**src/hw/rtl/dcfe_pkg.sv**
```systemverilog
// ----------------------------------------------------------------------------
// dcfe_pkg
// Shared constants, codes and controller/datapath interface types of the
// DMX channel fade engine.
// ----------------------------------------------------------------------------
`default_nettype none

package dcfe_pkg;

  localparam int NUM_CHANNELS = 512;
  localparam int CH_IDX_W     = (NUM_CHANNELS > 1) ? $clog2(NUM_CHANNELS) : 1;
  localparam logic [CH_IDX_W-1:0] LAST_IDX = CH_IDX_W'(NUM_CHANNELS - 1);

  localparam int CH_W      = 10;
  localparam int LEVEL_W   = 8;
  localparam int FADE_W    = 24;
  localparam int TIME_W    = 32;
  localparam int TP_W      = 10;
  localparam int ELAPSED_W = TIME_W + TP_W;
  localparam int PROD_W    = LEVEL_W + FADE_W;
  localparam int NUM_W     = PROD_W + 2;
  localparam int PAR_W     = 2 * LEVEL_W + FADE_W + TIME_W;
  localparam int DIV_STEPS = LEVEL_W;
  localparam int CNT_W     = $clog2(DIV_STEPS);

  localparam logic [CH_W:0]   MAX_CH    = (CH_W + 1)'(NUM_CHANNELS);
  localparam logic [TP_W-1:0] TP_RESET  = TP_W'(10);

  localparam logic [1:0] FUNC_SET  = 2'd0;
  localparam logic [1:0] FUNC_TICK = 2'd1;
  localparam logic [1:0] FUNC_READ = 2'd2;
  localparam logic [1:0] FUNC_STOP = 2'd3;

  typedef struct packed {
    logic capture;
    logic idx_inc;
    logic wr_clear;
    logic wr_stop;
    logic set_exec;
    logic read_exec;
    logic res_invalid;
    logic res_done;
    logic mul_e;
    logic mul_a;
    logic mul_b;
    logic sum;
    logic div_step;
    logic t_wr;
  } dcfe_cmd_t;

  typedef struct packed {
    logic [1:0] func;
    logic       ch_valid;
    logic       idx_last;
    logic       act;
    logic       ended;
    logic       div_last;
  } dcfe_sts_t;

endpackage

`default_nettype wire

```
**src/hw/rtl/dcfe_ctrl.sv**
```systemverilog
// ----------------------------------------------------------------------------
// dcfe_ctrl
// Sequencer of the fade engine: reset clearing pass, command decode, channel
// walk for ticks and stop-all, and the per-channel fade arithmetic steps.
// ----------------------------------------------------------------------------
`default_nettype none

module dcfe_ctrl import dcfe_pkg::*; (
  input  wire logic      clk_i,
  input  wire logic      rst_ni,
  input  wire logic      start_i,
  output logic           busy_o,
  input  wire dcfe_sts_t sts_i,
  output dcfe_cmd_t      cmd_o
);

  localparam logic [3:0] ST_IDLE  = 4'd0;
  localparam logic [3:0] ST_CLEAR = 4'd1;
  localparam logic [3:0] ST_LOOK  = 4'd2;
  localparam logic [3:0] ST_SET   = 4'd3;
  localparam logic [3:0] ST_READ  = 4'd4;
  localparam logic [3:0] ST_STOP  = 4'd5;
  localparam logic [3:0] ST_CHK   = 4'd6;
  localparam logic [3:0] ST_CMP   = 4'd7;
  localparam logic [3:0] ST_MULB  = 4'd8;
  localparam logic [3:0] ST_SUM   = 4'd9;
  localparam logic [3:0] ST_DIV   = 4'd10;
  localparam logic [3:0] ST_WR    = 4'd11;

  logic [3:0] state_q, state_d;

  always_ff @(posedge clk_i or negedge rst_ni) begin
    if (!rst_ni) begin
      state_q <= ST_CLEAR;
    end else begin
      state_q <= state_d;
    end
  end

  always_comb begin
    cmd_o   = '0;
    state_d = state_q;
    unique case (state_q)
      ST_IDLE: begin
        if (start_i) begin
          cmd_o.capture = 1'b1;
          state_d       = ST_LOOK;
        end
      end
      ST_CLEAR: begin
        cmd_o.wr_clear = 1'b1;
        if (sts_i.idx_last) begin
          state_d = ST_IDLE;
        end else begin
          cmd_o.idx_inc = 1'b1;
        end
      end
      ST_LOOK: begin
        unique case (sts_i.func) inside
          FUNC_SET, FUNC_READ: begin
            if (!sts_i.ch_valid) begin
              cmd_o.res_invalid = 1'b1;
              state_d           = ST_IDLE;
            end else if (sts_i.func == FUNC_SET) begin
              state_d = ST_SET;
            end else begin
              state_d = ST_READ;
            end
          end
          FUNC_TICK: state_d = ST_CHK;
          default:   state_d = ST_STOP;
        endcase
      end
      ST_SET: begin
        cmd_o.set_exec = 1'b1;
        state_d        = ST_IDLE;
      end
      ST_READ: begin
        cmd_o.read_exec = 1'b1;
        state_d         = ST_IDLE;
      end
      ST_STOP: begin
        cmd_o.wr_stop = 1'b1;
        if (sts_i.idx_last) begin
          cmd_o.res_done = 1'b1;
          state_d        = ST_IDLE;
        end else begin
          cmd_o.idx_inc = 1'b1;
        end
      end
      ST_CHK: begin
        if (sts_i.act) begin
          cmd_o.mul_e = 1'b1;
          state_d     = ST_CMP;
        end else if (sts_i.idx_last) begin
          cmd_o.res_done = 1'b1;
          state_d        = ST_IDLE;
        end else begin
          cmd_o.idx_inc = 1'b1;
          state_d       = ST_LOOK;
        end
      end
      ST_CMP: begin
        if (sts_i.ended) begin
          state_d = ST_WR;
        end else begin
          cmd_o.mul_a = 1'b1;
          state_d     = ST_MULB;
        end
      end
      ST_MULB: begin
        cmd_o.mul_b = 1'b1;
        state_d     = ST_SUM;
      end
      ST_SUM: begin
        cmd_o.sum = 1'b1;
        state_d   = ST_DIV;
      end
      ST_DIV: begin
        cmd_o.div_step = 1'b1;
        if (sts_i.div_last) begin
          state_d = ST_WR;
        end
      end
      ST_WR: begin
        cmd_o.t_wr = 1'b1;
        if (sts_i.idx_last) begin
          cmd_o.res_done = 1'b1;
          state_d        = ST_IDLE;
        end else begin
          cmd_o.idx_inc = 1'b1;
          state_d       = ST_LOOK;
        end
      end
      default: state_d = ST_IDLE;
    endcase
  end

  assign busy_o = (state_q != ST_IDLE);

endmodule

`default_nettype wire

```
**config.mk**
```make
export PLATFORM = sky130hd
export DESIGN_NAME = dcfe_ctrl
export DESIGN_NICKNAME = d
export VERILOG_FILES = /design/src/hw/rtl/dcfe_pkg.sv /design/src/hw/rtl/dcfe_ctrl.sv
export SDC_FILE = /design/constraint.sdc
export NUM_CORES = 1
export LEC_CHECK = 0
export CAP_MARGIN = 20
export CORE_AREA = 2 2 39 41
export CTS_CLUSTER_DIAMETER = 30
export DETAILED_ROUTE_END_ITERATION = 6
export DIE_AREA = 0 0 41 43
export DONT_BUFFER_PORTS = 1
export PLACE_DENSITY_LB_ADDON = 0.15
export SETUP_SLACK_MARGIN = 0.5
export SLEW_MARGIN = 30
export SYNTH_ARGS = -nofsm -noshare
export SYNTH_HDL_FRONTEND = slang
export SYNTH_SLANG_ARGS = --single-unit
```
**constraint.sdc**
```tcl
create_clock -name clk_i -period 3.27 [get_ports clk_i]
set_clock_uncertainty 0.2 [all_clocks]
set_input_delay 0 -clock clk_i [delete_from_list [all_inputs] [get_ports clk_i]]
set_output_delay 0 -clock clk_i [all_outputs]
set_load 0.02 [all_outputs]
```
==> impl_metrics.tcl, run 1 <==
set metrics [dict create \
    status "completed" \
    clk_pin_slew_worst_paths_ns 0.04 \
    dieArea_mm2 0.00176 \
    start_util_pct 37.3 \
    hold_slack_ns 0.0225 \
    max_freq_mhz 417 \
    crit_arrival_ns 2.36 \
    grt_pass1_vias 492 \
    multi_input_area_um2 369 \
    drv_slew 0 \
    setup-violations-final 0 \
    clkLatencyLatePin_ns 0.24 \
    antenna_found_initial 0 \
    power_leakage_nw 0.232 \
    syn-num-nets 81 \
    min_path_type "primary input to flip-flop" \
    area_delta_synth_final_pct 21.1 \
    num-fill-cells 154 \
    netlist-cell-type-count 30 \
    post_drt_wl_per_cell_um 14.1 \
    cp.required_ns 3.23 \
    critPathMaxFanout 13 \
    finalSetupTns_ns 0 \
    die_width_um 41 \
    hpwlAfterDp_um 959 \
    final_common_cell "nor2_1" \
    start_kind "flip-flop" \
    synth_edf_count 0 \
    wl_um 1340 \
    max-slew-margin-rel_pct 55.1 \
    ant_nets 0 \
    cts-root-buf "clkbuf_4" \
    grt_use_total_pct 17.0 \
    nets 90 \
    top_register "state_q" \
    drcViolationCount 0 \
    synth-seq-cells 4 \
    drt-vias-per-instance 5.87 \
    place_area_um2 498 \
    drtIter0Drc 15 \
    fin_crit_sh_pct 73.4 \
    power_density_mw_per_mm2 861 \
    cts.sinks 4 \
    cts_buffer_depth 2 \
    synth-main-ff-cell "dfrtp_1" \
    vias 558 \
    rows 14 \
    htreeDepth 1 \
    cts_tree "built" \
    end_kind "flip-flop" \
    hold_viol_final 0 \
    ff_latch_area_um2 101 \
    antenna_cells 0 \
    worst_slew_pin_slew_ns 0.669 \
    synth_area_um2 515 \
    synthArstFlopShare_pct 100 \
    rsz0062_at_grt "false" \
    reg_top3 "state_q x4" \
    cts_resized 0 \
    postCtsSetupBuffers 0 \
    layout_common_cells "nor2_1, dlygate4sd3_1, nor3_1, o21ai_0, a21oi_1" \
    ir_drop_mv 0.361 \
    die_h_um 43 \
    final_area_um2 624 \
    portBuffers 0 \
    numCtsBuffers 3 \
    core_area_mm2 0.00138 \
    yosysSeqAreaShare_pct 19.7 \
    largest_reg_flops 4 \
    synth_cells 71 \
    min_period_ns 2.40 \
    ys.warnings.count 0 \
    drive_gt1_share_pct 15.2 \
    gp_congestion 0.714 \
    grt_max_degree 16 \
    io_pins 25 \
    path_class "flip-flop to flip-flop" \
    post_synth.cell_area_avg_um2 7.26 \
    maxCapViolCount 0 \
    dr.pass1.iters 5 \
    grt-ovfl-total 0 \
    grt_pass1_wl_um 2020 \
]
[stage by stage]
| step | total power [mW] | std cells | util (%) | setup WS, ns |
|---|---|---|---|---|
| 2_1_floorplan | 0.415 | 71 | - | 1.57 |
| 3_3_place_gp | 0.440 | 81 | 36.0 | 1.39 |
| 3_5_place_dp | 0.436 | 81 | 36.0 | 1.39 |
| 4_1_cts | 0.537 | 95 | 45.1 | 0.922 |
| 5_1_grt | 0.580 | 95 | 45.1 | 0.805 |
| 6_report | 0.538 | 95 | 45.1 | 0.870 |
[worst max-delay path, stage by stage, from the launching register on]
cell and delay (ns):
dfrtp_1 0.59, nand2b_1 0.37, nor2_1 0.08, a222oi_1 0.39
o32ai_1 0.12, dlygate4sd3_1 0.57
[what timing repair did]
action	4_1_cts	5_1_grt
endpoints found under the hold margin	12	0
endpoints found under the setup margin	0	0
hold buffers	10	0
[cells by family after synthesis]
kind of cell | after synthesis | share of synthesized area (%)
compound gates | 20 | 28.6
buf+inv | 8 | 8.74
flops | 4 | 19.7
mux | 3 | 5.83
simple gates | 36 | 37.1
[synth_stat cells (2+ instances only)]
| master | count | share of area [%] |
|---|---|---|
| inv_1 | 2 | 1.5 |
| a221oi_2 | 2 | 5.8 |
| buf_2 | 3 | 2.9 |
| nand2b_1 | 3 | 3.6 |
| mux2i_1 | 3 | 5.8 |
| nor3_1 | 6 | 5.8 |
| nor2_1 | 15 | 11 |
| dfrtp_1 | 3 | 15 |
| nand2_1 | 3 | 2.2 |
| a21oi_1 | 4 | 3.9 |
| o211ai_1 | 2 | 2.9 |
| buf_4 | 3 | 4.4 |
| o21ai_0 | 5 | 4.9 |
[worst paths after layout]
| path | slack (ns) | endpoint | cells after the start | startpoint |
|---|---|---|---|---|
| min in group asynchronous | 0.37 | state_q[2] | 2 | rst_ni |
| max in group asynchronous | 2.26 | state_q[0] | 2 | rst_ni |
| min reg2reg | 0.51 | state_q[3] | 2 | state_q[0] |
| min | 0.02 | state_q[1] | 3 | sts_i[0] |
| max reg2reg | 0.87 | state_q[0] | 5 | state_q[3] |
| max | 0.87 | state_q[0] | 5 | state_q[3] |
[power breakdown]
part	internal [mW]	switching, mW
Combinational	0.126	0.195
Sequential	0.0741	0.0741
Clock	0.0459	0.0225
[cell type report]
cell class / instances / area share (%)
Inverter: 2 / 1.20
Timing Repair Buffer: 10 / 16.0
Clock buffer: 4 / 4.21
Tap cell: 16 / 3.21
Multi-Input combinational cell: 59 / 59.1
Sequential cell: 4 / 16.2
[per-layer routing]
metal	vias to the layer above	wire (um)	track usage, %
li1	277	-	-
met1	260	615	22.2
met2	21	614	25.0
met3	0	111	2.62
met4	0	0	10.0
met5	-	0	0
(Power assumes the default switching activity.)
==> run 2, diff against run 1 <==
clock period = 2.2 ns   (was 3.27 ns; I/O delays follow)
==> impl_metrics.tcl, run 2 (synthesis gave the netlist of run 1 again) <==
set metrics [dict create \
    cts_buffer_depth 2 \
    portBuffers 0 \
    path_class "flip-flop to output port" \
    cts_tree "built" \
    nets 107 \
    io_pins 25 \
    cts-root-buf "clkbuf_4" \
    vias 642 \
    grt_use_total_pct 21.2 \
    antenna_cells 0 \
    largest_reg_flops 4 \
    drcViolationCount 0 \
    core_area_mm2 0.00138 \
    setup-violations-final 0 \
    area_delta_synth_final_pct 60.4 \
    reg_top3 "state_q x4" \
    status "completed" \
    grt_max_degree 10 \
    die_width_um 41 \
    dr.pass1.iters 4 \
    start_util_pct 37.3 \
    maxCapViolCount 0 \
    start_kind "flip-flop" \
    clkLatencyLatePin_ns 0.24 \
    power_density_mw_per_mm2 1210 \
    dieArea_mm2 0.00176 \
    worst_slew_pin_slew_ns 0.385 \
    drive_gt1_share_pct 43.8 \
    grt_pass1_wl_um 2490 \
    gp_congestion 0.805 \
    max_freq_mhz 592 \
    die_h_um 43 \
    htreeDepth 1 \
    path_cells "or2b_2 -> nor3_2 -> buf_4" \
    numCtsBuffers 3 \
    drv_slew 0 \
    cp.required_ns 2.00 \
    fin_crit_sh_pct 76.8 \
    grt-ovfl-total 0 \
    cts.sinks 4 \
    layout_common_cells "buf_4, nor2_1, dlygate4sd3_1, nor3_1, nor2_2" \
    rsz0062_at_grt "true" \
    final_common_cell "buf_4" \
    ir_drop_mv 0.609 \
    max-slew-margin-rel_pct 74.2 \
    hpwlAfterDp_um 1030 \
    min_period_ns 1.69 \
    power_leakage_nw 0.326 \
    crit_arrival_ns 1.49 \
    drtIter0Drc 13 \
    place_area_um2 566 \
    wl_um 1630 \
    ant_nets 0 \
    top_register "state_q" \
    clk_pin_slew_worst_paths_ns 0.04 \
    final_area_um2 827 \
    slowest_delay_ns 0.57 \
    slowest_stage "dfstp_2" \
    grt_pass1_vias 586 \
    hold_viol_final 0 \
    rows 14 \
    end_kind "output port" \
    drt-vias-per-instance 5.73 \
    post_drt_wl_per_cell_um 14.5 \
    num-fill-cells 130 \
    antenna_found_initial 0 \
    critPathMaxFanout 5 \
    min_path_type "primary input to output port" \
    finalSetupTns_ns 0 \
]
## run 2: area by class of cell
type                            count  area [um^2]  share of cell area [%]
Sequential cell                     4          105                    12.7
Multi-Input combinational cell     59          438                    53.0
Tap cell                           16         20.0                    2.42
Timing Repair Buffer               27          230                    27.8
Clock buffer                        4         26.3                    3.18
Inverter                            2         7.51                   0.908
## run 2: final timing paths
kind	slack, ns	cells past startpoint	startpoint	to
max	0.51	3	state_q[0]	cmd_o[11]
min	0.004	2	sts_i[2]	cmd_o[6]
max reg2reg	0.58	5	state_q[3]	state_q[1]
min reg2reg	0.38	1	state_q[2]	state_q[1]
max in group asynchronous	1.19	2	rst_ni	state_q[0]
min in group asynchronous	0.37	2	rst_ni	state_q[3]
## run 2: per-layer routing
metal | global-route usage [%] | wire (um)
met4 | 8.00 | 23
met3 | 7.33 | 147
met5 | 0 | 0
met1 | 25.1 | 609
met2 | 33.4 | 847
## run 2: worst max-delay path, delay by kind of cell (launching register included)
family	cells	cell delay (ns)
simple gates	2	0.51
buf+inv	1	0.17
flops	1	0.57
## run 2: report_power, final
part           switching (mW)  internal [mW]  leakage (nW)
combinational           0.406          0.317         0.265
clock                  0.0348         0.0684        0.0150
sequential             0.0633          0.115        0.0456
## run 2: through the flow
stage	hold slack, ns	setup slack, ns	std cells	power, mW	utilization [%]
after floorplan	-0.496	0.502	71	0.617	-
after global placement	-0.496	0.392	90	0.726	40.9
after CTS	-0.0219	0.462	108	0.920	55.8
after global routing	0.0140	0.455	112	1.08	59.8
after detailed placement	-0.496	0.343	90	0.722	40.9
final	0.00396	0.511	112	1.00	59.8
## run 2: what timing repair did
action | in CTS | in global routing
pin swaps | 1 | 4
setup buffers | 3 | 4
gates resized for setup | 12 | 9
hold endpoints to repair | 12 | 1
hold buffers | 11 | 1
endpoints found under the setup margin | 11 | 7
